--- config.mk ---
export PLATFORM = sky130hd
export DESIGN_NAME = mvm_vector_mem
export DESIGN_NICKNAME = d
export VERILOG_FILES = /design/src/sv/mvm_pkg.sv /design/src/sv/mvm_vector_mem.sv
export SDC_FILE = /design/constraint.sdc
export NUM_CORES = 2
export LEC_CHECK = 0
export BUFFER_PORTS_ARGS = -buffer_cell sky130_fd_sc_hd__buf_4
export CORE_MARGIN = 4
export CORE_UTILIZATION = 45
export DETAILED_ROUTE_END_ITERATION = 6
export GPL_TIMING_DRIVEN = 1
export PLACE_DENSITY = 0.63
export SKIP_LAST_GASP = 1
export SYNTH_ARGS = -nofsm -noshare
export SYNTH_HDL_FRONTEND = slang
export SYNTH_SLANG_ARGS = --single-unit
--- constraint.sdc ---
create_clock -name clk -period 4 [get_ports clk]
set_input_delay 0.4 -clock clk [delete_from_list [all_inputs] [get_ports clk]]
set_output_delay 0.4 -clock clk [all_outputs]
set_load 0.005 [all_outputs]
--- src/sv/mvm_pkg.sv ---
// Shared types and constants for the matrix-vector multiply unit.
// Used by every module under sv/; no dependencies of its own.
package mvm_pkg;

  localparam int MAX_DIM   = 64;
  localparam int FRAC_BITS = 16;
  localparam int IDX_W     = $clog2(MAX_DIM);
  localparam int DIM_W     = $clog2(MAX_DIM + 1);
  localparam int VAL_W     = 32;
  localparam int ACC_W     = 64;

  // result queue depth; covers the three pipeline stages plus drain slack
  localparam int RES_DEPTH = 8;
  localparam int RES_PTR_W = $clog2(RES_DEPTH);
  localparam int RES_CNT_W = $clog2(RES_DEPTH + 1);

  // configuration port
  localparam int ADDR_W = 3;
  localparam int DATA_W = 32;
  localparam logic [ADDR_W-3:0] REG_DIMENSION = '0;
  localparam logic [DIM_W-1:0]  DIM_RESET     = DIM_W'(MAX_DIM);

  typedef enum logic {
    ACT_LOAD   = 1'b0,
    ACT_MATRIX = 1'b1
  } action_t;

  typedef struct packed {
    action_t            action;
    logic [5:0]         vector_index;
    logic signed [31:0] value;
  } in_item_t;

  typedef struct packed {
    logic [5:0]         row_index;
    logic signed [31:0] row_sum;
    logic               saturated;
    logic               last_row;
  } out_item_t;

  // control from the register block
  typedef struct packed {
    logic [DIM_W-1:0] dim_active;
    logic             restart;
  } cfg_t;

  // per-element control carried down the MAC pipeline
  typedef struct packed {
    logic             valid;
    logic             first_col;
    logic             last_col;
    logic [IDX_W-1:0] row;
    logic             last_row;
  } tag_t;

endpackage

--- src/sv/mvm_vector_mem.sv ---
// Vector element store: one write port, one registered read port.
// Depends on mvm_pkg.
module mvm_vector_mem (
  input  logic                             clk,
  input  logic                             wr_en,
  input  logic [mvm_pkg::IDX_W-1:0]        wr_addr,
  input  logic signed [mvm_pkg::VAL_W-1:0] wr_data,
  input  logic                             rd_en,
  input  logic [mvm_pkg::IDX_W-1:0]        rd_addr,
  output logic signed [mvm_pkg::VAL_W-1:0] rd_data
);

  logic signed [mvm_pkg::VAL_W-1:0] mem [mvm_pkg::MAX_DIM];

  always_ff @(posedge clk) begin
    if (wr_en) begin
      mem[wr_addr] <= wr_data;
    end
  end

  always_ff @(posedge clk) begin
    if (rd_en) begin
      rd_data <= mem[rd_addr];
    end
  end

endmodule

# Word-level counts from Yosys, hierarchy flattened
# Memories as Yosys holds them, arrays and structs flattened. A register that Yosys moved wholly into a read port is not among the register bits.
# Cells that the tools add are included.
[totals]
regBits = 0
mem_bits_rw = 2048
input_bits = 47
output_inout_bits = 32
wordCells = 3
memories = 1
[op_classes]
n_mux = 2
[mem_list]
columns = ["name", "depth", "word_bits", "read_ports", "rd_ports_with_merged_regs", "write_ports", "line_no", "source"]
rows = [
  ["mem", 64, 32, 1, 1, 1, "mvm_vector_mem.sv:13", "logic signed [mvm_pkg::VAL_W-1:0] mem [mvm_pkg::MAX_DIM];"],
]
[ops]
columns = ["op", "count"]
rows = [
  ["2-to-1 mux 1 bit", 2],
]

# Depth between registers and ports, before layout
[logic_depth]
depth_word = 2
mapped_depth = 10
mapped_depth_nobuf = 5

# Worst setup path after synthesis
# No wires, ideal clock.
[synth_timing]
kind = "input-to-reg"
start = "input wr_addr[3] in the netlist's numbering"
end = "memory mem[48][0] in the netlist's numbering, enable pin"
t_arrival_ps = 3099
required_ps = 3539
setup_slack_ps = 440
path_stages = 4
path_buffers = 1
path_cell_list = "clkbuf_1 nor2b_1 nand4b_1 nor3_1"
[synth_rtl]
columns = ["item", "line_no", "source"]
rows = [
  ["start: declaration", "mvm_vector_mem.sv:6", "input logic [mvm_pkg::IDX_W-1:0] wr_addr,"],
  ["end: declaration", "mvm_vector_mem.sv:13", ""],
]
# No word-level cell before the write port.

==> impl_results.md <==
* Status: complete, no violations
* CP Max Fanout at 42
* Syn nets at ~3400
* Clock Pin Slew Worst Setup and Hold Paths at 60 ps
* CP max stage delay at 550 ps
* Pins over their slew limit at 0
* CP Capture Point: rd_data[0]
* WL final at slightly above 200 mm
* Worst-Margin Slew at 975 ps
* Final nets at roughly 3700
* Placer Congestion at 0.827
* H-tree levels at 4
* Class of the tightest hold or removal check: primary input to register
* Peak VDD IR at 0.000368 V
* Cells after DPL at ~5700
* Total Neg Setup Slack at 0 ps
* Ranking of synthesized cells by area: edfxtp_1 79%, mux4_2 16%, mux2i_1 1.2%, o22ai_1 0.67%, nor2_1 0.65%
* Vias in the first global route at 37200
* Top FF cell, synth: edfxtp_1
* Capturing point of the worst reg2reg path: rd_data[29]
* CTS tree: done
* Power Dens Cells at a little under 500 nW/um^2
* Pleak at 27.9 nW
* R2r worst-path depth at 5
* Number of flops mapped to enable cells by yosys at between 2000 and 2500
* Die ar. at about 180000 sq um
* Crit path from: rd_addr[0]
* CTS Root Cell: clkbuf_16
* Fin Hold WS at 136 ps
* Yosys top cell by area: edfxtp_1
* # IOs at between 70 and 80
* # hold bufs at CTS at 0
* Initial Util at 0.453
* Post-synth ARST share at 0
* FF+latch count, synth at 2080
* Peak Freq at between 300 and 400 MHz
* Drt pass-1 iters at 5
* Vias per inst at approximately 6
* Largest net degree at the start of global routing at between 60 and 70
* Yosys warns at 0
* DPL Wire Length at around 110 mm
* Top-count cell post-synth: edfxtp_1
* Synth top area share at 0.792
* Final Instance Count excl. Fillers at a little over 6000
* Critical R2R Launch: mem[51][29]
* Worst slew margin at 0.350
* Max Clock Skew at between 30 and 40 ps
* Post_cts resized at 0
* DR WL/cell at between 30 and 40 microns
* 1st-iter DRT viols at 4976
* Final hold vios at 0
* Post-synthesis cell type count at 33
* IO buf count at 78
* Share of cells above drive strength 1 at 0.304
* Later-pin clock latency in the skew report at between 800 and 900 ps
* Setup violations, final at 0
* CP endpoint kind: register
* CTS buffer count at 200
* Clock Tree Buf Depth at 3
* Area Overhead vs Synth at 14.0%
* Sequential-to-total area share from yosys stat at 0.792
* FP Rows at around 150
* Slowest cell on crit path: mux4_2
* Die X at 427 microns
* Unrepaired setup endpoints after global routing: no
* Worst Path Required at roughly 4600 ps
* Gate Count Post-Synth at ~3300
* Tot GR Track Use at 0.224
* Depth of the worst hold-timing path at 1
* GRT overflow at 0
* Antenna-violating nets left at 0
* CP Cell Sequence: buf_8 > buf_12 > buf_12 > buf_12 > mux4_2 > mux4_2 > o22ai_1 > nor2_1
* Via count at approximately 37000
* Synth Area per Inst at ~24 sq um
* Total core area at about 170000 sq um
* Clock sink total at between 2000 and 2500
* Tcrit/Tclk final at 0.634
* WP data arrival at roughly 3100 ps
* Kind of critical path: primary input to register
* Post-synth top cells: 2080 x edfxtp_1, 544 x mux4_2, 137 x nor2_1
* Die H at ~430 microns
* Synth Cell Area at approximately 80000 sq um
* # DRC at 0
* Max cap viols at 0
* Post CTS Setup Buffer Count at 0
* Worst reg-to-reg setup slack at approximately 1700 ps
* Period minus WS final at between 2000 and 3000 ps
* First-pass GRT wire length at between 200 and 300 mm
* Initial antenna violation count at 12
* Startpoint types: primary input
* Worst path most repeated cell: buf_12
==> area by class of cell <==
cell class,count,area (sq um)
repair buffers,279,2470
clock buffers,249,5300
flip-flops and latches,2080,62500
well taps,2325,2910
fillers,13300,84100
diodes,7,17.5
multi-input cells,1062,16000
clock inverters,107,754
==> power by group <==
part           switching (mW)  internal [mW]
clock                    7.88           9.85
combinational            1.46          0.877
sequential             0.0722           24.2
==> critical path, delay by kind of cell <==
kind                   cells  cell delay, ps
buffers and inverters      4            1150
and+or+nand+nor            1              90
muxes                      2            1070
AOI/OAI and AO/OA          1             260
==> routing by layer <==
layer / track usage / share of wire
met1: 0.326 / 0.40
met2: 0.345 / 0.47
met3: 0.0422 / 0.091
met4: 0.0768 / 0.035
met5: 0 / 0.000035
==> cells in the final DEF (no fill, tap or decap), types with 44 or more instances in the layout <==
master     count
clkbuf_1      44
buf_4        247
o22ai_1       84
mux4_2       544
nor2_1        75
clkinv_1      57
a21oi_1       62
nor2_4        62
mux2i_1       93
edfxtp_1    2080
clkbuf_16    205
==> kinds of logic after synthesis <==
| logic type | Yosys count | synth area share |
|---|---|---|
| flip-flops | 2080 | 0.792 |
| multiplexers | 637 | 0.167 |
| AND/OR/NAND/NOR | 223 | 0.0126 |
| AO/OA/AOI/OAI | 202 | 0.0167 |
| buffers and inverters | 182 | 0.0112 |
==> state kept, by name, indices dropped and copies added, names as in the netlist <==
signal   cells
rd_data     32
mem       2048
==> worst min-delay path by stage <==
stage          slack, ps        start           to
4_1_cts               70   wr_addr[1]  mem[50][17]
3_3_place_gp         800   rd_data[9]   rd_data[9]
2_1_floorplan        500   wr_data[0]    mem[0][0]
3_5_place_dp         800  rd_data[13]  rd_data[13]
5_1_grt              110  wr_data[31]  mem[41][31]
6_report             140   wr_data[3]    mem[9][3]
==> stage by stage <==
stage | util | cell area, sq um | total power [mW] | worst slack [ps]
after floorplan | - | 78800 | 25.9 | 440
after global placement | 0.482 | 83800 | 27.0 | 539
after detailed placement | 0.482 | 83800 | 27.1 | 509
after CTS | 0.516 | 89900 | 44.6 | 1430
after global routing | 0.516 | 89900 | 45.7 | 1340
final | 0.516 | 89900 | 44.3 | 1460
No activity file was read; power rests on OpenSTA's default activity.
