--- src/sv/mvm_pkg.sv ---
// Shared types and constants for the matrix-vector multiply unit.
// Used by every module under sv/; no dependencies of its own.
package mvm_pkg;

  localparam int MAX_DIM   = 64;
  localparam int FRAC_BITS = 16;
  localparam int IDX_W     = $clog2(MAX_DIM);
  localparam int DIM_W     = $clog2(MAX_DIM + 1);
  localparam int VAL_W     = 32;
  localparam int ACC_W     = 64;

  // result queue depth; covers the three pipeline stages plus drain slack
  localparam int RES_DEPTH = 8;
  localparam int RES_PTR_W = $clog2(RES_DEPTH);
  localparam int RES_CNT_W = $clog2(RES_DEPTH + 1);

  // configuration port
  localparam int ADDR_W = 3;
  localparam int DATA_W = 32;
  localparam logic [ADDR_W-3:0] REG_DIMENSION = '0;
  localparam logic [DIM_W-1:0]  DIM_RESET     = DIM_W'(MAX_DIM);

  typedef enum logic {
    ACT_LOAD   = 1'b0,
    ACT_MATRIX = 1'b1
  } action_t;

  typedef struct packed {
    action_t            action;
    logic [5:0]         vector_index;
    logic signed [31:0] value;
  } in_item_t;

  typedef struct packed {
    logic [5:0]         row_index;
    logic signed [31:0] row_sum;
    logic               saturated;
    logic               last_row;
  } out_item_t;

  // control from the register block
  typedef struct packed {
    logic [DIM_W-1:0] dim_active;
    logic             restart;
  } cfg_t;

  // per-element control carried down the MAC pipeline
  typedef struct packed {
    logic             valid;
    logic             first_col;
    logic             last_col;
    logic [IDX_W-1:0] row;
    logic             last_row;
  } tag_t;

endpackage

--- src/sv/mvm_result_fifo.sv ---
// Result queue between the MAC pipeline and the output channel.
// Depends on mvm_pkg.
module mvm_result_fifo (
  input  logic                            clk,
  input  logic                            rst,
  input  logic                            push,
  input  mvm_pkg::out_item_t              push_data,
  input  logic                            pop,
  output logic                            valid,
  output mvm_pkg::out_item_t              head,
  output logic [mvm_pkg::RES_CNT_W-1:0]   count
);

  mvm_pkg::out_item_t               slots [mvm_pkg::RES_DEPTH];
  logic [mvm_pkg::RES_PTR_W-1:0]    wr_ptr;
  logic [mvm_pkg::RES_PTR_W-1:0]    rd_ptr;

  always_ff @(posedge clk) begin
    if (rst) begin
      wr_ptr <= '0;
      rd_ptr <= '0;
      count  <= '0;
    end else begin
      if (push) begin
        wr_ptr <= wr_ptr + 1'b1;
      end
      if (pop) begin
        rd_ptr <= rd_ptr + 1'b1;
      end
      count <= count + mvm_pkg::RES_CNT_W'(push) - mvm_pkg::RES_CNT_W'(pop);
    end
  end

  always_ff @(posedge clk) begin
    if (push) begin
      slots[wr_ptr] <= push_data;
    end
  end

  assign valid = (count != '0);
  assign head  = slots[rd_ptr];

endmodule

--- config.mk ---
export PLATFORM = sky130hd
export DESIGN_NAME = mvm_result_fifo
export DESIGN_NICKNAME = d
export VERILOG_FILES = /design/src/sv/mvm_pkg.sv /design/src/sv/mvm_result_fifo.sv
export SDC_FILE = /design/constraint.sdc
export NUM_CORES = 1
export LEC_CHECK = 0
export BUFFER_PORTS_ARGS = -buffer_cell sky130_fd_sc_hd__buf_4
export CORE_AREA = 5 5 261 136
export DETAILED_ROUTE_END_ITERATION = 10
export DIE_AREA = 0 0 266 141
export GPL_TIMING_DRIVEN = 1
export PLACE_DENSITY = 0.55
export SLEW_MARGIN = 20
export SYNTH_ARGS = -nofsm -noshare
export SYNTH_HDL_FRONTEND = slang
export SYNTH_SLANG_ARGS = --single-unit
--- constraint.sdc ---
create_clock -name clk -period 7.7 [get_ports clk]
set_input_delay 1.54 -clock clk [delete_from_list [all_inputs] [get_ports clk]]
set_output_delay 1.54 -clock clk [all_outputs]
set_load 0.1 [all_outputs]
## Word-level counts from Yosys, hierarchy flattened

Memories as Yosys holds them, arrays and structs flattened. A register that Yosys moved wholly into a read port is not among the register bits.
Index checks and enable logic that the tools add are counted.

- Bits in read-only memories: 0
- Bits in latches: 0
- Register bits after elaboration: 10
- Bits in writable memories: 320
- Memories kept: 1
- Input bits: 44

- $mul: 0
- Reductions and logical operators: 1
- Div/mod/pow operators: 0
- Bitwise operators: 0
- $add $sub $neg: 4
- Shifts and indexed selects: 0
- Equality and inequality tests: 0
- Muxes and demuxes: 4
- $lt $le $gt $ge: 0

Memories:

| memory | depth | width | rd ports | clocked after memory_dff | write ports | line | source |
|---|---|---|---|---|---|---|---|
| slots | 8 | 40 | 1 | 1 | 1 | mvm_result_fifo.sv:14 | `mvm_pkg::out_item_t slots [mvm_pkg::RES_DEPTH];` |

Operators with widths:

| kind | count |
|---|---|
| $add A3 B1 Y3 const B | 2 |
| $mux W3 | 2 |
| $add A4 B1 Y4 | 1 |
| $reduce_bool A4 Y1 | 1 |
| $sub A4 B1 Y4 | 1 |
| $mux W1 | 2 |

## Logic depth before layout (Yosys ltp)

- Depth after elaboration: 3
- Gate-level depth with buffers: 8

## Least setup slack after synthesis

OpenSTA, ideal clock, no wires.

- Path type: input to register
- Start: in push
- End: mem slots[0][0] in the netlist's numbering (enable)
- Path slack: 2.820 ns
- Stages: 2
- Arrival time: 4.393 ns
- Buffers on the path: 0
- Data required time: 7.213 ns
- Cell sequence: nand2b_1 -> nor3_1

- Cells in the longest elaborated chain, start to end: 2

RTL lines:

| element | line | source |
|---|---|---|
| from (decl) | mvm_result_fifo.sv:6 | `input logic push,` |
| $mux W1 | mvm_result_fifo.sv:35 | `if (push) begin` |
| $mux W1 (implied by the code) | mvm_result_fifo.sv:36 | `slots[wr_ptr] <= push_data;` |
| to (decl) | mvm_result_fifo.sv:14 |  |

Every way passes these cells.

==> results.toml <==
[finish]
seqCellArea_sq_um = 9880
layout.cells.most_common = "edfxtp_1"
num-fill-cells = 2795
mostFrequentLayoutCells = "320 x edfxtp_1, 98 x buf_4, 80 x mux4_1"
drive_above_1_share_pct = 29.2
fin_cells = 1111
multiInputGateArea_sq_um = 2920
fin_nets = 690
syn2layout_area_growth_pct = 17.1
antennaDiodeCount = 0

[cts]
clock-sinks = 333
root_buffer = "clkbuf_16"
cts_resized = 0
cts_tree = "done"
htree_levels = 1
cts_buffers = 30
hold_buffers = 0
clkTransAtPathRegs_ns = 0.07
cts_setup_buffers = 0
insertion_delay_ns = 0.56
clk_path_buf_depth = 3

[min_path]
hold_path.class = "register to register"

[critical_path]
cpPeakStageDelay_ns = 0.78
path_max_fanout = 42
cpMaxStageDelayCell = "dfxtp_4"
required_ns = 6.16
cp_num_buf_inv = 2
crit_chain = "buf_4 -> mux4_1 -> mux2_2 -> buf_4"
critical_path_class = "register to primary output"
crit_path_start_kind = "register"
path_delay_family = "multiplexers"
path_common_cell = "buf_4"
cp.arrival_ns = 3.25
crit_path_end_kind = "primary output"

[timing]
worstMarginPinSlew_ns = 0.791
hold_viol_final = 0
finalSetupViolations = 0
slew_violations = 0
rsz0062_at_grt = "false"
tns_ns = 0
finalClockSkew_ns = 0.0121
fin_crit_ns = 4.79
fmax_mhz = 209
worst_slew_margin_rel_pct = 47.3
period_share_pct = 62.2

[synth]
synthSimpleGateAreaFrac_pct = 0.998
yosysSeqAreaShare_pct = 76.4
yosysTopAreaCellShare_pct = 74.4
synthMuxAreaShare_pct = 19.9
synth_area_per_cell_sq_um = 24.4
synth_xor_area_share_pct = 0.271
synthesis.instances = 530
synth.largest_area_cell = "edfxtp_1"
synth_top_family_by_area = "multiplexers"
ys_ff_latch = 333
syn-num-nets = 582
synth_compound_area_share_pct = 0.184
synth_area_sq_um = 12900
yosysWarningCount = 0
yosys-top-cells-area = "edfxtp_1 74%, mux4_1 16%, mux2_2 3.5%, dfxtp_1 2.0%, buf_6 0.78%"
synthAdderAreaFrac_pct = 0.833
synth.distinct_cells = 20

[run]
maxCapViolCount = 0

[power]
switchingPower_w = 0.00111
max-vdd-ir-drop_uv = 186
leakage_nw = 4.97
internal_power_w = 0.00307
swShare_pct = 26.6
p_total_w = 0.00419
clkPwrFrac_pct = 35.5
p_comb_share_pct = 15.4
powerDensity_nw_per_um2 = 277
p_seq_share_pct = 49.1

[floorplan]
core_area_sq_um = 33400
die_w_um = 266
initial_core_util_pct = 38.7
die_h_um = 141
dieArea_sq_um = 37500
rows = 48
io_pins = 89

[placed_design]
dpl.cell_count = 1055
gp_congestion = 0.691
port-buffer-count = 88
dp_hpwl_mm = 13.0

[routing]
drt.antenna.violating_nets = 0
via_count = 5653
totalWireLength_mm = 25.2
vias_per_cell = 5.09
dr.pass1.iters = 5
drtIter0Drc = 250
wl_per_cell_um = 22.7
route.detailed.drc = 0

[grt]
grt_max_degree = 81
antenna_found_initial = 0
grt_overflow = 0
grt_pass1_wl_mm = 37.5
grt_pass1_vias = 5996
grt_use_total_pct = 13.3

[status]
status = "finished clean"
power by group through the flow:
stage	registers, W	clock network, W	logic [W]
6_report	0.00206	0.00149	0.000643
5_1_grt	0.00206	0.00161	0.000673
4_1_cts	0.00206	0.00153	0.000651
3_5_place_dp	0.00210	0	0.000650
3_3_place_gp	0.00209	0	0.000637
2_1_floorplan	0.00213	0	0.000455
registers in the layout, indices dropped and copies added (netlist names), named ones only:
| name | cells |
|---|---|
| slots | 320 |
| count | 4 |
| wr_ptr | 3 |
| rd_ptr | 3 |
worst paths after layout:
kind / start / endpoint / slack (ns) / cells after the start
max reg2reg: wr_ptr[0] / slots[0][21] / 5.79 / 3
max: register / head[21] / 2.91 / 4
min reg2reg: wr_ptr[0] / wr_ptr[0] / 0.51 / 2
min: wr_ptr[0] / wr_ptr[0] / 0.51 / 2
through the flow:
stage | hold slack (ns) | utilization [%] | area [sq um] | setup WS [ns]
after global placement | 0.489 | 42.3 | 14100 | 3.46
after floorplan | 0.475 | - | 12900 | 2.82
final | 0.514 | 45.3 | 15100 | 2.91
after global routing | 0.553 | 45.3 | 15100 | 2.75
after detailed placement | 0.504 | 42.3 | 14100 | 3.43
after CTS | 0.515 | 45.3 | 15100 | 2.81
worst register-to-register path: stages (launching register included):
cell      delay, ns
dfxtp_1        0.34
nand2b_1       0.33
nor3_2         0.19
buf_4          0.64
metal layers:
| metal | GRT usage, % | share of wire, % | vias to the layer above |
|---|---|---|---|
| met5 | 0 | 0 | - |
| met4 | 2.73 | 1.9 | 0 |
| met3 | 3.07 | 4.6 | 39 |
| met2 | 22.7 | 49 | 118 |
| met1 | 17.8 | 44 | 2983 |
| li1 | - | - | 2513 |
kinds of logic (layout without fill, tap and decap cells):
family                   after synthesis  in the layout
buffers and inverters                 30            161
XOR/XNOR                               4              4
multiplexers                         122            122
AND/OR/NAND/NOR                       29             29
flip-flops                           333            333
AO/OA/AOI/OAI                          4              4
adder cells (fa/ha/maj)                8              8
cells in the mapped netlist:
cell / n
a21oi_1: 3
edfxtp_1: 320
inv_1: 7
mux4_1: 80
nand3_1: 2
nand2_1: 4
nor2_1: 15
nand2b_1: 5
nor3_1: 2
dfxtp_1: 13
nor2b_1: 1
clkbuf_1: 14
xnor2_1: 1
mux2i_1: 2
xor2_1: 3
fa_1: 1
buf_6: 9
mux2_2: 40
ha_1: 7
a31o_2: 1
layout make-up:
class / instances / area share, %
flip-flops and latches: 333 / 65.3
inverters: 7 / 0.174
well taps: 450 / 3.72
clock inverters: 12 / 0.959
clock buffers: 43 / 5.56
multi-input cells: 167 / 19.3
repair buffers: 99 / 4.99
No activity file was read; power rests on OpenSTA's default activity.
