`src/sv/mvm_pkg.sv`:
```
// Shared types and constants for the matrix-vector multiply unit.
// Used by every module under sv/; no dependencies of its own.
package mvm_pkg;

  localparam int MAX_DIM   = 64;
  localparam int FRAC_BITS = 16;
  localparam int IDX_W     = $clog2(MAX_DIM);
  localparam int DIM_W     = $clog2(MAX_DIM + 1);
  localparam int VAL_W     = 32;
  localparam int ACC_W     = 64;

  // result queue depth; covers the three pipeline stages plus drain slack
  localparam int RES_DEPTH = 8;
  localparam int RES_PTR_W = $clog2(RES_DEPTH);
  localparam int RES_CNT_W = $clog2(RES_DEPTH + 1);

  // configuration port
  localparam int ADDR_W = 3;
  localparam int DATA_W = 32;
  localparam logic [ADDR_W-3:0] REG_DIMENSION = '0;
  localparam logic [DIM_W-1:0]  DIM_RESET     = DIM_W'(MAX_DIM);

  typedef enum logic {
    ACT_LOAD   = 1'b0,
    ACT_MATRIX = 1'b1
  } action_t;

  typedef struct packed {
    action_t            action;
    logic [5:0]         vector_index;
    logic signed [31:0] value;
  } in_item_t;

  typedef struct packed {
    logic [5:0]         row_index;
    logic signed [31:0] row_sum;
    logic               saturated;
    logic               last_row;
  } out_item_t;

  // control from the register block
  typedef struct packed {
    logic [DIM_W-1:0] dim_active;
    logic             restart;
  } cfg_t;

  // per-element control carried down the MAC pipeline
  typedef struct packed {
    logic             valid;
    logic             first_col;
    logic             last_col;
    logic [IDX_W-1:0] row;
    logic             last_row;
  } tag_t;

endpackage

```
`src/sv/mvm_cfg_regs.sv`:
```
// APB register block: holds the dimension register and the clamped size.
// Depends on mvm_pkg.
module mvm_cfg_regs (
  input  logic                         clk,
  input  logic                         rst,
  input  logic                         psel,
  input  logic                         penable,
  input  logic                         pwrite,
  input  logic [mvm_pkg::ADDR_W-1:0]   paddr,
  input  logic [mvm_pkg::DATA_W-1:0]   pwdata,
  output logic [mvm_pkg::DATA_W-1:0]   prdata,
  output logic                         pready,
  output mvm_pkg::cfg_t                cfg
);

  logic [mvm_pkg::DIM_W-1:0] dimension;
  logic [mvm_pkg::DIM_W-1:0] dim_active;
  logic [mvm_pkg::DIM_W-1:0] dim_written;
  logic                      hit;
  logic                      wr_en;

  assign pready      = 1'b1;
  assign hit         = (paddr[mvm_pkg::ADDR_W-1:2] == mvm_pkg::REG_DIMENSION);
  assign wr_en       = psel && penable && pwrite && pready && hit;
  assign dim_written = pwdata[mvm_pkg::DIM_W-1:0];

  always_ff @(posedge clk) begin
    if (rst) begin
      dimension  <= mvm_pkg::DIM_RESET;
      dim_active <= mvm_pkg::DIM_RESET;
    end else if (wr_en) begin
      dimension <= dim_written;
      // zero acts as one, oversize acts as the maximum
      if (dim_written == '0) begin
        dim_active <= mvm_pkg::DIM_W'(1);
      end else if (dim_written > mvm_pkg::DIM_W'(mvm_pkg::MAX_DIM)) begin
        dim_active <= mvm_pkg::DIM_W'(mvm_pkg::MAX_DIM);
      end else begin
        dim_active <= dim_written;
      end
    end
  end

  always_comb begin
    prdata = '0;
    if (hit) begin
      prdata = mvm_pkg::DATA_W'(dimension);
    end
  end

  assign cfg.dim_active = dim_active;
  assign cfg.restart    = wr_en;

endmodule

```
`config.mk`:
```
export PLATFORM = sky130hd
export DESIGN_NAME = mvm_cfg_regs
export DESIGN_NICKNAME = d
export VERILOG_FILES = /design/src/sv/mvm_pkg.sv /design/src/sv/mvm_cfg_regs.sv
export SDC_FILE = /design/constraint.sdc
export NUM_CORES = 1
export LEC_CHECK = 0
export CELL_PAD_IN_SITES_DETAIL_PLACEMENT = 0
export CELL_PAD_IN_SITES_GLOBAL_PLACEMENT = 1
export CORE_MARGIN = 2
export CORE_UTILIZATION = 38
export CTS_CLUSTER_DIAMETER = 120
export DETAILED_ROUTE_END_ITERATION = 10
export DONT_BUFFER_PORTS = 1
export GPL_TIMING_DRIVEN = 0
export PLACE_DENSITY = 0.78
export SLEW_MARGIN = 20
export SYNTH_ARGS = -nofsm -noshare
export SYNTH_HDL_FRONTEND = slang
export SYNTH_SLANG_ARGS = --single-unit
```
`constraint.sdc`:
```
create_clock -name clk -period 0.9 [get_ports clk]
set_input_delay 0.18 -clock clk [delete_from_list [all_inputs] [get_ports clk]]
set_output_delay 0.18 -clock clk [all_outputs]
set_load 0.03 [all_outputs]
```
# Yosys cells after proc, flatten, opt, wreduce, memory -nomap -nowiden
# Index checks and enable logic that the tools add are counted.
# W data, S select, Z words.
[op_classes]
n_lt_le_gt_ge = 1
muxes = 3
bitwise_logic = 1
n_reduce_logical = 4
[ops]
columns = ["op", "count"]
rows = [
  ["$mux W7", 3],
  ["$gt A7 B7 Y1 const B", 1],
  ["$logic_not A7 Y1", 1],
  ["$logic_and A1 B1 Y1", 3],
  ["$not A1 Y1", 1],
]
[word_totals]
register_bits = 14
in_bits = 40
out_inout_bits = 41
elab_cells = 11

# Depth between registers and ports, before layout
[depth]
ltp_word = 3
ltp_mapped = 5
ltp_nobuf = 4

# Worst setup path before layout
# Ideal clock, no wire load.
[synth_path]
kind = "input-to-output"
startpoint = "input port paddr[2] (netlist bit)"
endpoint = "output port cfg[0] (netlist bit)"
t_arrival_ps = 743
t_required_ps = 720
slack_ps = -23
stages = 4
n_path_buf = 2
path_cell_list = "nand4b_4 -> inv_4 -> buf_12 -> buf_4"
[synth_via]
elab_chain_cells = 2
[synth_lines]
columns = ["element", "line", "source"]
rows = [
  ["from (decl)", "mvm_cfg_regs.sv:9", "input logic [mvm_pkg::ADDR_W-1:0] paddr,"],
  ["$not A1 Y1", "mvm_cfg_regs.sv:23", "assign hit = (paddr[mvm_pkg::ADDR_W-1:2] == mvm_pkg::REG_DIMENSION);"],
  ["$logic_and A1 B1 Y1", "mvm_cfg_regs.sv:24", "assign wr_en = psel && penable && pwrite && pready && hit;"],
  ["to (decl)", "mvm_cfg_regs.sv:13", "output mvm_pkg::cfg_t cfg"],
]
# Every way passes these cells.

# Worst setup path in the final report
[layout_path]
startpoint = "register dimension[2] (netlist bit)"
endpoint = "output port prdata[2] (netlist bit)"
[layout_via]
elab_chain_cells = 1
[layout_lines]
columns = ["element", "line", "source"]
rows = [
  ["from (decl)", "mvm_cfg_regs.sv:16", "logic [mvm_pkg::DIM_W-1:0] dimension;"],
  ["from (signal assigned)", "mvm_cfg_regs.sv:29", "dimension <= mvm_pkg::DIM_RESET;"],
  ["from (signal assigned)", "mvm_cfg_regs.sv:32", "dimension <= dim_written;"],
  ["$mux W7", "mvm_cfg_regs.sv:46", "if (hit) begin"],
  ["to (decl)", "mvm_cfg_regs.sv:11", "output logic [mvm_pkg::DATA_W-1:0] prdata,"],
]
# Every way passes these cells.

==> impl_results.md <==
* Synthesis warning total at 0
* GR Overflow Total at 0
* Final hold violation count at 0
* Compound-Gate Fraction of Synth Area at 9.01%
* Place WS at -0.0493 ns
* R2r endpoint: dim_active[3]
* Syn Inst Count at 99
* Starting density of the core at 41.2%
* Final Max Slew Viols at 0
* Hold Path Origin: pwdata[6]
* Slowest-stage cell, CP: dfxtp_2
* Startpoint Class: flop
* Reg-to-reg slack, setup at 0.21 ns
* Pin count of the biggest net entering global routing at 11
* Crit share post-route at 113%
* Vias in the first global route at 564
* Crit-path max FO at 2
* Site Rows at 16
* N_diodes at 0
* Die H at 50.8 µm
* Final HPWL DP at 1200 µm
* Initial antenna violation count at 0
* Worst min-delay path class: in2reg
* Critical Path Sink Type: output port
* Post-DRT Antenna Nets at 0
* Max-cap viol count at 0
* RD Place Congestion at 0.750
* Critical path buffers and inverters at 0
* Post-synth cell types at 18
* DRC viols at 0
* Detailed Routing Iterations Pass 1 at 4
* Static leakage at 0.531 nW
* Post-synthesis simple-gate area fraction at 27.6%
* Post-synthesis instance area at 833 µm²
* RSZ-0062 raised after global routing: yes
* Clock slew at reported path FFs at 0.08 ns
* Clock tree buffer depth at 2
* Power per cell area at 1250 nW/µm²
* Hold Path Sink: dimension[6]
* CTS tree: yes
* Setup TNS at -0.811 ns
* Core ar. at 2020 µm²
* Area grow syn2layout at 25.4%
* Commonest non-fill, non-tap cell in the layout: buf_4
* Top delay family on crit path: flip-flops
* Final setup margin at -0.118 ns
* Max frequency at 982 MHz
* Reg2Reg Depth at 2
* Layout cell share with drive strength beyond 1 at 46.9%
* Sequential share of the synthesized area at 33.6%
* # IOs at 81
* Vias/cell at 3.91
* Dpl cell area at 961 µm²
* Filler Cell Count at 207
* Max VDD drop at 0.000534 V
* Mux contribution to synthesized area at 0%
* Hold Crit Depth at 2
* Starting DRC count in detailed routing at 8
* Xor/xnor share of the synthesized area at 0%
* Most frequent cells in the layout: buf_4, conb_1, nand2_1, dfxtp_2, a21oi_1
* Drt wl/cell at 9.43 µm
* First-pass GRT wire length at 2390 µm
* Crit-path cells: and2b_2
* Finished Cell Area at 1040 µm²
* Synthesis-stage register bit count at 14
* Die X at 50.8 µm
* Deepest level of the CTS H-tree at 1
* Kind of critical path: reg2out
* Status: finished, violations left
* CTS Buf Count at 3
* Fin nets at 172
* CTS sink cnt at 14
* Endpoints failing setup at 7
* Synthesized area per cell at 8.42 µm²
* Area share of fa/ha/maj cells after synthesis at 0%
* Worst path arrival time at 0.84 ns
* Largest family of logic cells by synthesized area: buffers and inverters
* Port Buf Inserts at 0
* Min Tclk post-route at 1.02 ns
* Total wire length at 1480 µm
* Clk_lat worst skew at 0.27 ns
* Vias at 614
* Worst R2R Start: dim_active[3]
* GR Util All Layers at 12.0%
* Worst path required time at 0.72 ns
* Failing checks: setup timing
* Clk root buf: clkbuf_4
* Clock skew at 0 ns
* Slowest cell delay on critical path at 0.32 ns
* Total die area at 2580 µm²
## report_power, final
part           switching, mW  internal, mW
sequential            0.0181         0.631
clock                  0.176         0.155
combinational          0.207         0.121
## metrics by stage
stage          utilization, %  hold WS, ns  total power, mW  std cells
5_1_grt                  51.7       0.0300             1.36        157
3_5_place_dp             47.5        0.253            0.978        150
3_3_place_gp             47.5        0.250            0.977        150
4_1_cts                  50.7       0.0169             1.32        156
6_report                 51.7       0.0268             1.31        157
2_1_floorplan               -        0.249            0.967        123
## how the worst max path moves through the flow
stage | startpoint | endpoint | slack [ns] | cells past startpoint
6_report | dimension[2] | prdata[2] | -0.12 | 1
2_1_floorplan | paddr[2] | cfg[0] | 0.002 | 4
3_5_place_dp | paddr[2] | cfg[0] | -0.05 | 4
3_3_place_gp | paddr[2] | cfg[0] | -0.05 | 4
4_1_cts | dimension[6] | prdata[6] | -0.13 | 1
5_1_grt | dimension[1] | prdata[1] | -0.14 | 1
## layer usage
layer / up-vias / wire (µm) / GRT usage [%]
met5: - / 0 / 0
li1: 327 / - / -
met1: 253 / 548 / 12.5
met4: 0 / 0 / 6.76
met2: 34 / 750 / 22.4
met3: 0 / 183 / 2.34
## kinds of logic after synthesis
logic type             Yosys count
AO/OA/AOI/OAI                   13
buffers and inverters           31
other                            2
AND/OR/NAND/NOR                 39
flip-flops                      14
## Yosys cell counts
| master | count | share of area (%) |
|---|---|---|
| buf_4 | 28 | 25 |
| nand2_1 | 21 | 9.5 |
| dfxtp_1 | 14 | 34 |
| a21oi_1 | 10 | 6.0 |
| and2b_1 | 7 | 6.3 |
| nand3b_1 | 4 | 3.6 |
| a21oi_2 | 2 | 2.1 |
| conb_1 | 2 | 0.90 |
| nor2_1 | 2 | 0.90 |
| a211oi_1 | 1 | 0.90 |
| buf_12 | 1 | 2.4 |
| clkbuf_1 | 1 | 0.45 |
| inv_4 | 1 | 0.75 |
| nand3b_4 | 1 | 2.4 |
| nand4b_4 | 1 | 2.9 |
| nor2b_1 | 1 | 0.75 |
| nor3_1 | 1 | 0.60 |
| nor4_1 | 1 | 0.75 |
## cell type report
type / instances / area (µm²) / share of cell area (%)
Multi-Input combinational cell: 78 / 412 / 39.4
Clock buffer: 3 / 22.5 / 2.16
Timing Repair Buffer: 4 / 32.5 / 3.11
Tap cell: 27 / 33.8 / 3.23
Inverter: 1 / 6.26 / 0.599
Sequential cell: 14 / 300 / 28.7
Buffer: 30 / 238 / 22.8
## timing repair
| action | 4_1_cts | 5_1_grt |
|---|---|---|
| endpoints found under the hold margin | 4 | 0 |
| setup endpoints to repair | 15 | 9 |
| hold buffers | 1 | 0 |
| setup buffers | 2 | 1 |
| gates resized for setup | 14 | 8 |
## state kept, by name, summed over array words and instances, names as in the netlist
| name | count |
|---|---|
| dimension | 7 |
| dim_active | 7 |
No activity file was read; power rests on OpenSTA's default activity.
