[src/sv/mvm_pkg.sv]
// Shared types and constants for the matrix-vector multiply unit.
// Used by every module under sv/; no dependencies of its own.
package mvm_pkg;

  localparam int MAX_DIM   = 64;
  localparam int FRAC_BITS = 16;
  localparam int IDX_W     = $clog2(MAX_DIM);
  localparam int DIM_W     = $clog2(MAX_DIM + 1);
  localparam int VAL_W     = 32;
  localparam int ACC_W     = 64;

  // result queue depth; covers the three pipeline stages plus drain slack
  localparam int RES_DEPTH = 8;
  localparam int RES_PTR_W = $clog2(RES_DEPTH);
  localparam int RES_CNT_W = $clog2(RES_DEPTH + 1);

  // configuration port
  localparam int ADDR_W = 3;
  localparam int DATA_W = 32;
  localparam logic [ADDR_W-3:0] REG_DIMENSION = '0;
  localparam logic [DIM_W-1:0]  DIM_RESET     = DIM_W'(MAX_DIM);

  typedef enum logic {
    ACT_LOAD   = 1'b0,
    ACT_MATRIX = 1'b1
  } action_t;

  typedef struct packed {
    action_t            action;
    logic [5:0]         vector_index;
    logic signed [31:0] value;
  } in_item_t;

  typedef struct packed {
    logic [5:0]         row_index;
    logic signed [31:0] row_sum;
    logic               saturated;
    logic               last_row;
  } out_item_t;

  // control from the register block
  typedef struct packed {
    logic [DIM_W-1:0] dim_active;
    logic             restart;
  } cfg_t;

  // per-element control carried down the MAC pipeline
  typedef struct packed {
    logic             valid;
    logic             first_col;
    logic             last_col;
    logic [IDX_W-1:0] row;
    logic             last_row;
  } tag_t;

endpackage

[src/sv/mvm_mac_pipe.sv]
// Multiply, saturating accumulate, and floor/saturate to Q16.16.
// Depends on mvm_pkg; fed by the vector store read port.
module mvm_mac_pipe (
  input  logic                             clk,
  input  logic                             rst,
  input  mvm_pkg::tag_t                    s1_tag,
  input  logic signed [mvm_pkg::VAL_W-1:0] s1_value,
  input  logic signed [mvm_pkg::VAL_W-1:0] s1_vec,
  output logic                             push,
  output mvm_pkg::out_item_t               push_data,
  output logic [1:0]                       pending
);

  localparam logic signed [mvm_pkg::ACC_W-1:0] SUM_MAX = 64'sd2147483647;
  localparam logic signed [mvm_pkg::ACC_W-1:0] SUM_MIN = -64'sd2147483648;
  localparam logic signed [mvm_pkg::ACC_W-1:0] ACC_MAX = {1'b0, {(mvm_pkg::ACC_W-1){1'b1}}};
  localparam logic signed [mvm_pkg::ACC_W-1:0] ACC_MIN = {1'b1, {(mvm_pkg::ACC_W-1){1'b0}}};

  mvm_pkg::tag_t                    s2_tag;
  logic signed [mvm_pkg::ACC_W-1:0] s2_prod;
  logic signed [mvm_pkg::ACC_W-1:0] acc;
  logic signed [mvm_pkg::ACC_W-1:0] acc_base;
  logic signed [mvm_pkg::ACC_W-1:0] acc_raw;
  logic signed [mvm_pkg::ACC_W-1:0] acc_next;
  logic                             s3_valid;
  logic signed [mvm_pkg::ACC_W-1:0] s3_sum;
  logic [mvm_pkg::IDX_W-1:0]        s3_row;
  logic                             s3_last;
  logic signed [mvm_pkg::ACC_W-1:0] shifted;

  // stage 2: exact Q32.32 product
  always_ff @(posedge clk) begin
    if (rst) begin
      s2_tag <= '0;
    end else begin
      s2_tag <= s1_tag;
    end
  end

  always_ff @(posedge clk) begin
    s2_prod <= mvm_pkg::ACC_W'(s1_value) * mvm_pkg::ACC_W'(s1_vec);
  end

  // accumulate with clamp at the 64-bit limits
  always_comb begin
    acc_base = s2_tag.first_col ? '0 : acc;
    acc_raw  = acc_base + s2_prod;
    acc_next = acc_raw;
    if ((acc_base[mvm_pkg::ACC_W-1] == s2_prod[mvm_pkg::ACC_W-1]) &&
        (acc_raw[mvm_pkg::ACC_W-1] != acc_base[mvm_pkg::ACC_W-1])) begin
      acc_next = acc_base[mvm_pkg::ACC_W-1] ? ACC_MIN : ACC_MAX;
    end
  end

  always_ff @(posedge clk) begin
    if (s2_tag.valid) begin
      acc <= acc_next;
    end
  end

  // stage 3: finished row sum
  always_ff @(posedge clk) begin
    if (rst) begin
      s3_valid <= 1'b0;
    end else begin
      s3_valid <= s2_tag.valid && s2_tag.last_col;
    end
  end

  always_ff @(posedge clk) begin
    if (s2_tag.valid && s2_tag.last_col) begin
      s3_sum  <= acc_next;
      s3_row  <= s2_tag.row;
      s3_last <= s2_tag.last_row;
    end
  end

  // arithmetic shift is floor division by 2^FRAC_BITS
  always_comb begin
    shifted             = s3_sum >>> mvm_pkg::FRAC_BITS;
    push_data.row_index = s3_row;
    push_data.last_row  = s3_last;
    push_data.saturated = 1'b0;
    push_data.row_sum   = shifted[mvm_pkg::VAL_W-1:0];
    if (shifted > SUM_MAX) begin
      push_data.row_sum   = SUM_MAX[mvm_pkg::VAL_W-1:0];
      push_data.saturated = 1'b1;
    end else if (shifted < SUM_MIN) begin
      push_data.row_sum   = SUM_MIN[mvm_pkg::VAL_W-1:0];
      push_data.saturated = 1'b1;
    end
  end

  assign push    = s3_valid;
  assign pending = 2'(s2_tag.valid && s2_tag.last_col) + 2'(s3_valid);

endmodule

[config.mk]
export PLATFORM = sky130hd
export DESIGN_NAME = mvm_mac_pipe
export DESIGN_NICKNAME = d
export VERILOG_FILES = /design/src/sv/mvm_pkg.sv /design/src/sv/mvm_mac_pipe.sv
export SDC_FILE = /design/constraint.sdc
export NUM_CORES = 2
export LEC_CHECK = 0
export BUFFER_PORTS_ARGS = -buffer_cell sky130_fd_sc_hd__buf_4
export CORE_MARGIN = 5
export CORE_UTILIZATION = 45
export CTS_CLUSTER_SIZE = 20
export DETAILED_ROUTE_END_ITERATION = 8
export MAX_ROUTING_LAYER = met4
export PLACE_DENSITY = 0.58
export SKIP_LAST_GASP = 1
export SYNTH_ARGS = -nofsm -noshare
export SYNTH_HDL_FRONTEND = slang
export SYNTH_SLANG_ARGS = --single-unit
[constraint.sdc]
create_clock -name clk -period 12.46 [get_ports clk]
set_input_delay 1.869 -clock clk [delete_from_list [all_inputs] [get_ports clk]]
set_output_delay 1.869 -clock clk [all_outputs]
set_load 0.02 [all_outputs]
Word-level counts from Yosys, hierarchy flattened
Cells that the tools add are included.
{"block": "word_totals", "wordCells": 25, "register_bits": 210, "output_inout_bits": 43, "inputBits": 76}
{"block": "op_classes", "add_sub_neg": 2, "order_cmp": 2, "reduce_logical": 2, "n_mux": 5, "n_eq_ne": 2, "mul": 1}
{"cell": "$mux 64", "n": 3}
{"cell": "$mux 33", "n": 2}
{"cell": "$add 64x64->64", "n": 1}
{"cell": "$mul 32x32->64", "n": 1}
{"cell": "$gt 48x32->1 const B", "n": 1}
{"cell": "$lt 48x32->1 const B", "n": 1}
{"cell": "$add 1x1->2", "n": 1}
{"cell": "$logic_and 1x1->1", "n": 2}
{"cell": "$eq 1x1->1", "n": 1}
{"cell": "$ne 1x1->1", "n": 1}

Longest topological paths before layout
{"block": "logic_depth", "depth_word": 5, "mapped_depth": 30, "depth_no_buf": 29}

Worst setup path after synthesis
No wires, ideal clock.
{"block": "synth_path", "kind": "in2reg", "from": "input s1_vec[2] (netlist bit)", "to": "register s2_prod[62] (netlist bit)", "setup_slack_ns": 3.359, "stages": 25, "n_path_buf": 2, "setup_time_ns": 0.118, "t_arrival_ns": 8.983, "cell_sequence": "clkbuf_1 -> nand2_1 -> inv_1 -> fa_1 -> fa_1 -> fa_1 -> inv_1 -> fa_1 -> fa_1 -> fa_1 -> fa_1 -> fa_1 -> inv_1 -> ha_1 -> clkbuf_1 -> nand3_1 -> or3_1 -> o21ai_0 -> o21ai_0 -> a31oi_1 -> nand4_1 -> a31oi_1 -> a211oi_1 -> o31a_1 -> xnor2_1"}
{"block": "synth_via", "elab_chain_len": 1}
{"item": "from (decl)", "line": "mvm_mac_pipe.sv:8", "rtl": "input logic signed [mvm_pkg::VAL_W-1:0] s1_vec,"}
{"item": "$mul 32x32->64", "line": "mvm_mac_pipe.sv:41", "rtl": "s2_prod <= mvm_pkg::ACC_W'(s1_value) * mvm_pkg::ACC_W'(s1_vec);"}
{"item": "to (signal assigned)", "line": "mvm_mac_pipe.sv:41"}
{"item": "to (decl)", "line": "mvm_mac_pipe.sv:20", "rtl": "logic signed [mvm_pkg::ACC_W-1:0] s2_prod;"}
No other way between the ends.
A chain may end at the register's enable or synchronous reset.

Worst setup path after layout
{"block": "layout_path", "from": "input s1_value[15] (netlist bit)", "to": "register s2_prod[48] (netlist bit)"}
{"block": "layout_via", "elab_chain_len": 1}
{"item": "from (decl)", "line": "mvm_mac_pipe.sv:7", "rtl": "input logic signed [mvm_pkg::VAL_W-1:0] s1_value,"}
{"item": "$mul 32x32->64", "line": "mvm_mac_pipe.sv:41"}
No other way between the ends.

==> results_dict.tcl <==
set metrics [dict create \
    cts_buffers 17 \
    layout_common_cells "fa_1, inv_1, nand2_1, and2_1, ha_1" \
    nets 6125 \
    avgSynthCellArea_um2 9.54 \
    finalSetupViolations 0 \
    grt_pass1_vias 35300 \
    io_buffers 118 \
    via_per_inst 5.20 \
    cts_tree "yes" \
    cts.sinks 194 \
    fin_area_um2 48300 \
    post_cts_resized 0 \
    setup_tns_ns 0 \
    drc 0 \
    timing.final.crit_period_ns 9.45 \
    cts_setup_buffers 0 \
    slew_headroom_pct 35.0 \
    worstSetupPathType "in2reg" \
    dpl_cell_area_um2 47800 \
    synth.distinct_cells 64 \
    crit_fanout 32 \
    synth_compound_area_share_pct 7.03 \
    io_pins 119 \
    grt_max_degree 68 \
    ant_nets 0 \
    slowest_stage "fa_1" \
    r2r_cells 15 \
    rsz0062_at_grt "no" \
    synthFlopType "edfxtp_1" \
    clock_skew_ns 0.0101 \
    cts_max_level 4 \
    maxCapViolCount 0 \
    path_depth 27 \
    critical_path_buf_inv_count 6 \
    synthArstFlopShare_pct 0 \
    place_congestion 0.902 \
    multi_input_area_um2 36200 \
    route.top_layer_used "met4" \
    drv_slew 0 \
    antenna_found_initial 5 \
    cp-end-kind "flip-flop" \
    postSynthCellCount 4828 \
    synthXorXnorAreaFrac_pct 2.42 \
    wl_per_cell_um 19.8 \
    clk_latency_ns 0.45 \
    drive_above_1_share_pct 3.83 \
    synth-simple-area-share_pct 15.4 \
    wirelength_um 121000 \
    tightest_slew_ns 0.975 \
    cp-start-kind "primary input" \
    synthAdderAreaFrac_pct 53.8 \
    seq_area_frac_synth_pct 11.0 \
    gr-total-overflow 0 \
    synth_nets 6235 \
    first_pass_iters 5 \
    route.met3.wl_um 8330 \
    hold_depth 0 \
    cts_root_buffer "clkbuf_16" \
    synthToLayoutAreaGrowth_pct 4.95 \
    clkSlewWorstSetupHoldPaths_ns 0.07 \
    drt_iter0_markers 1848 \
    core-area_um2 102000 \
    fillers 9775 \
    hpwl_um 96700 \
    crit_top_cell "fa_1" \
    die_x_um 330 \
    worstPathArrival_ns 9.78 \
    synth.cell_area_um2 46100 \
    grt_pass1_wl_um 198000 \
    wl_met2_um 55700 \
    final_common_cell "fa_1" \
    wl_met1_um 54500 \
    synth_top_family_by_area "adder cells" \
    rows 117 \
    gr-usage-all-layers_pct 23.9 \
    start_util_pct 45.3 \
    critPathMaxStageDelay_ns 0.55 \
    status "finished, final reports clean" \
    vias 31700 \
    yosys_warnings 0 \
    post-route-period-util_pct 75.9 \
    cp_top_family "adder cells" \
    design.die.area_um2 109000 \
    regArea_um2 5080 \
    cts_max_path_buffers 2 \
    synth_edf_count 119 \
    ys_seq_elements 194 \
    die_height_um 330 \
    cp_data_required_time_ns 12.78 \
    finalHoldViolations 0 \
    max_freq_mhz 106 \
    muxShareOfSynthArea_pct 0 \
    ctsHoldBuffers 0 \
    worst_hold_path_type "reg2reg" \
]
-- synthesized netlist by cell type (all sizes together) (3+ instances only) --
cell type,n,area share (%)
o21bai,30,0.50
o31ai,11,0.20
o21ai,132,1.4
a21boi,4,0.073
nand3,25,0.27
a211oi,15,0.27
edfxtp,119,7.8
a21o,99,1.6
nor3,18,0.20
o31a,4,0.076
a31o,4,0.076
nand2b,20,0.27
and3,13,0.18
a21oi,139,1.5
a41oi,7,0.13
a221oi,3,0.095
clkbuf,251,2.0
nor4,4,0.054
a31oi,18,0.24
fa,1083,47
buf,4,0.049
xnor2,72,1.4
a2111oi,4,0.090
nand2,578,4.7
inv,1012,8.2
nor2,85,0.69
or3,6,0.082
xor2,55,1.0
o21a,13,0.21
nand4,33,0.45
and2,518,7.0
ha,248,6.7
nor2b,87,1.2
and4,4,0.076
dfxtp,75,3.3
o211ai,7,0.11
-- final cells by class --
class                           count  area share (%)
Clock inverter                     15           0.249
Inverter                         1012            7.86
Timing Repair Buffer              126            1.96
Sequential cell                   194            10.5
Tap cell                         1368            3.54
Multi-Input combinational cell   3367            75.0
Antenna cell                        4          0.0207
Clock buffer                       17           0.880
-- flip-flops by register name, indices dropped and copies added, names as in the netlist --
name,cells
s3_last,1
s2_prod,64
s2_tag,10
acc,64
push,1
s3_row,6
s3_sum,48
-- stage by stage --
| step | util, % | instances | worst slack (ns) | hold slack [ns] |
|---|---|---|---|---|
| 3_5_place_dp | 47.0 | 6067 | 2.49 | 0.389 |
| 4_1_cts | 47.5 | 6099 | 2.96 | 0.408 |
| 3_3_place_gp | 47.0 | 6067 | 2.42 | 0.386 |
| 2_1_floorplan | - | 4828 | 3.36 | 0.386 |
| 6_report | 47.5 | 6103 | 3.01 | 0.406 |
| 5_1_grt | 47.5 | 6103 | 2.53 | 0.414 |
-- cell families after synthesis --
logic type	Yosys count
compound gates	508
buf+inv	1267
flops	194
xor+xnor	127
fa+ha+maj	1332
simple gates	1400
-- worst paths after layout --
kind                             start                   to  slack [ns]
setup / recovery          s1_value[15]  s2_prod[48]$_DFF_P_        3.01
hold / removal    s2_tag[5]$_SDFF_PP0_  s3_row[4]$_DFFE_PP_        0.41
setup reg to reg  s2_tag[8]$_SDFF_PP0_    acc[23]$_DFFE_PP_        7.31
hold reg to reg   s2_tag[5]$_SDFF_PP0_  s3_row[4]$_DFFE_PP_        0.41
-- routing by layer --
metal,global-route usage (%),vias to the layer above
li1,-,14200
met1,33.1,16500
met2,37.4,889
met3,4.45,137
met4,4.57,0
met5,-,-
-- worst reg2reg max path, stage by stage (launching register included) --
cell      delay [ns]
dfxtp_2         0.31
buf_4           0.58
nand2b_1        0.28
inv_1           0.05
ha_1            0.28
a211oi_1        0.09
o21ai_1         0.22
and4_1          0.31
nor2_1          0.13
o21ai_0         0.48
nand4_1         0.31
a211oi_2        0.57
a21oi_1         0.16
or3_1           0.33
buf_4           0.32
o21ai_0         0.43
Power is left out: the tool's default activity adds up to more than one toggle a clock period on the data nets, which glitch-free logic cannot reach.
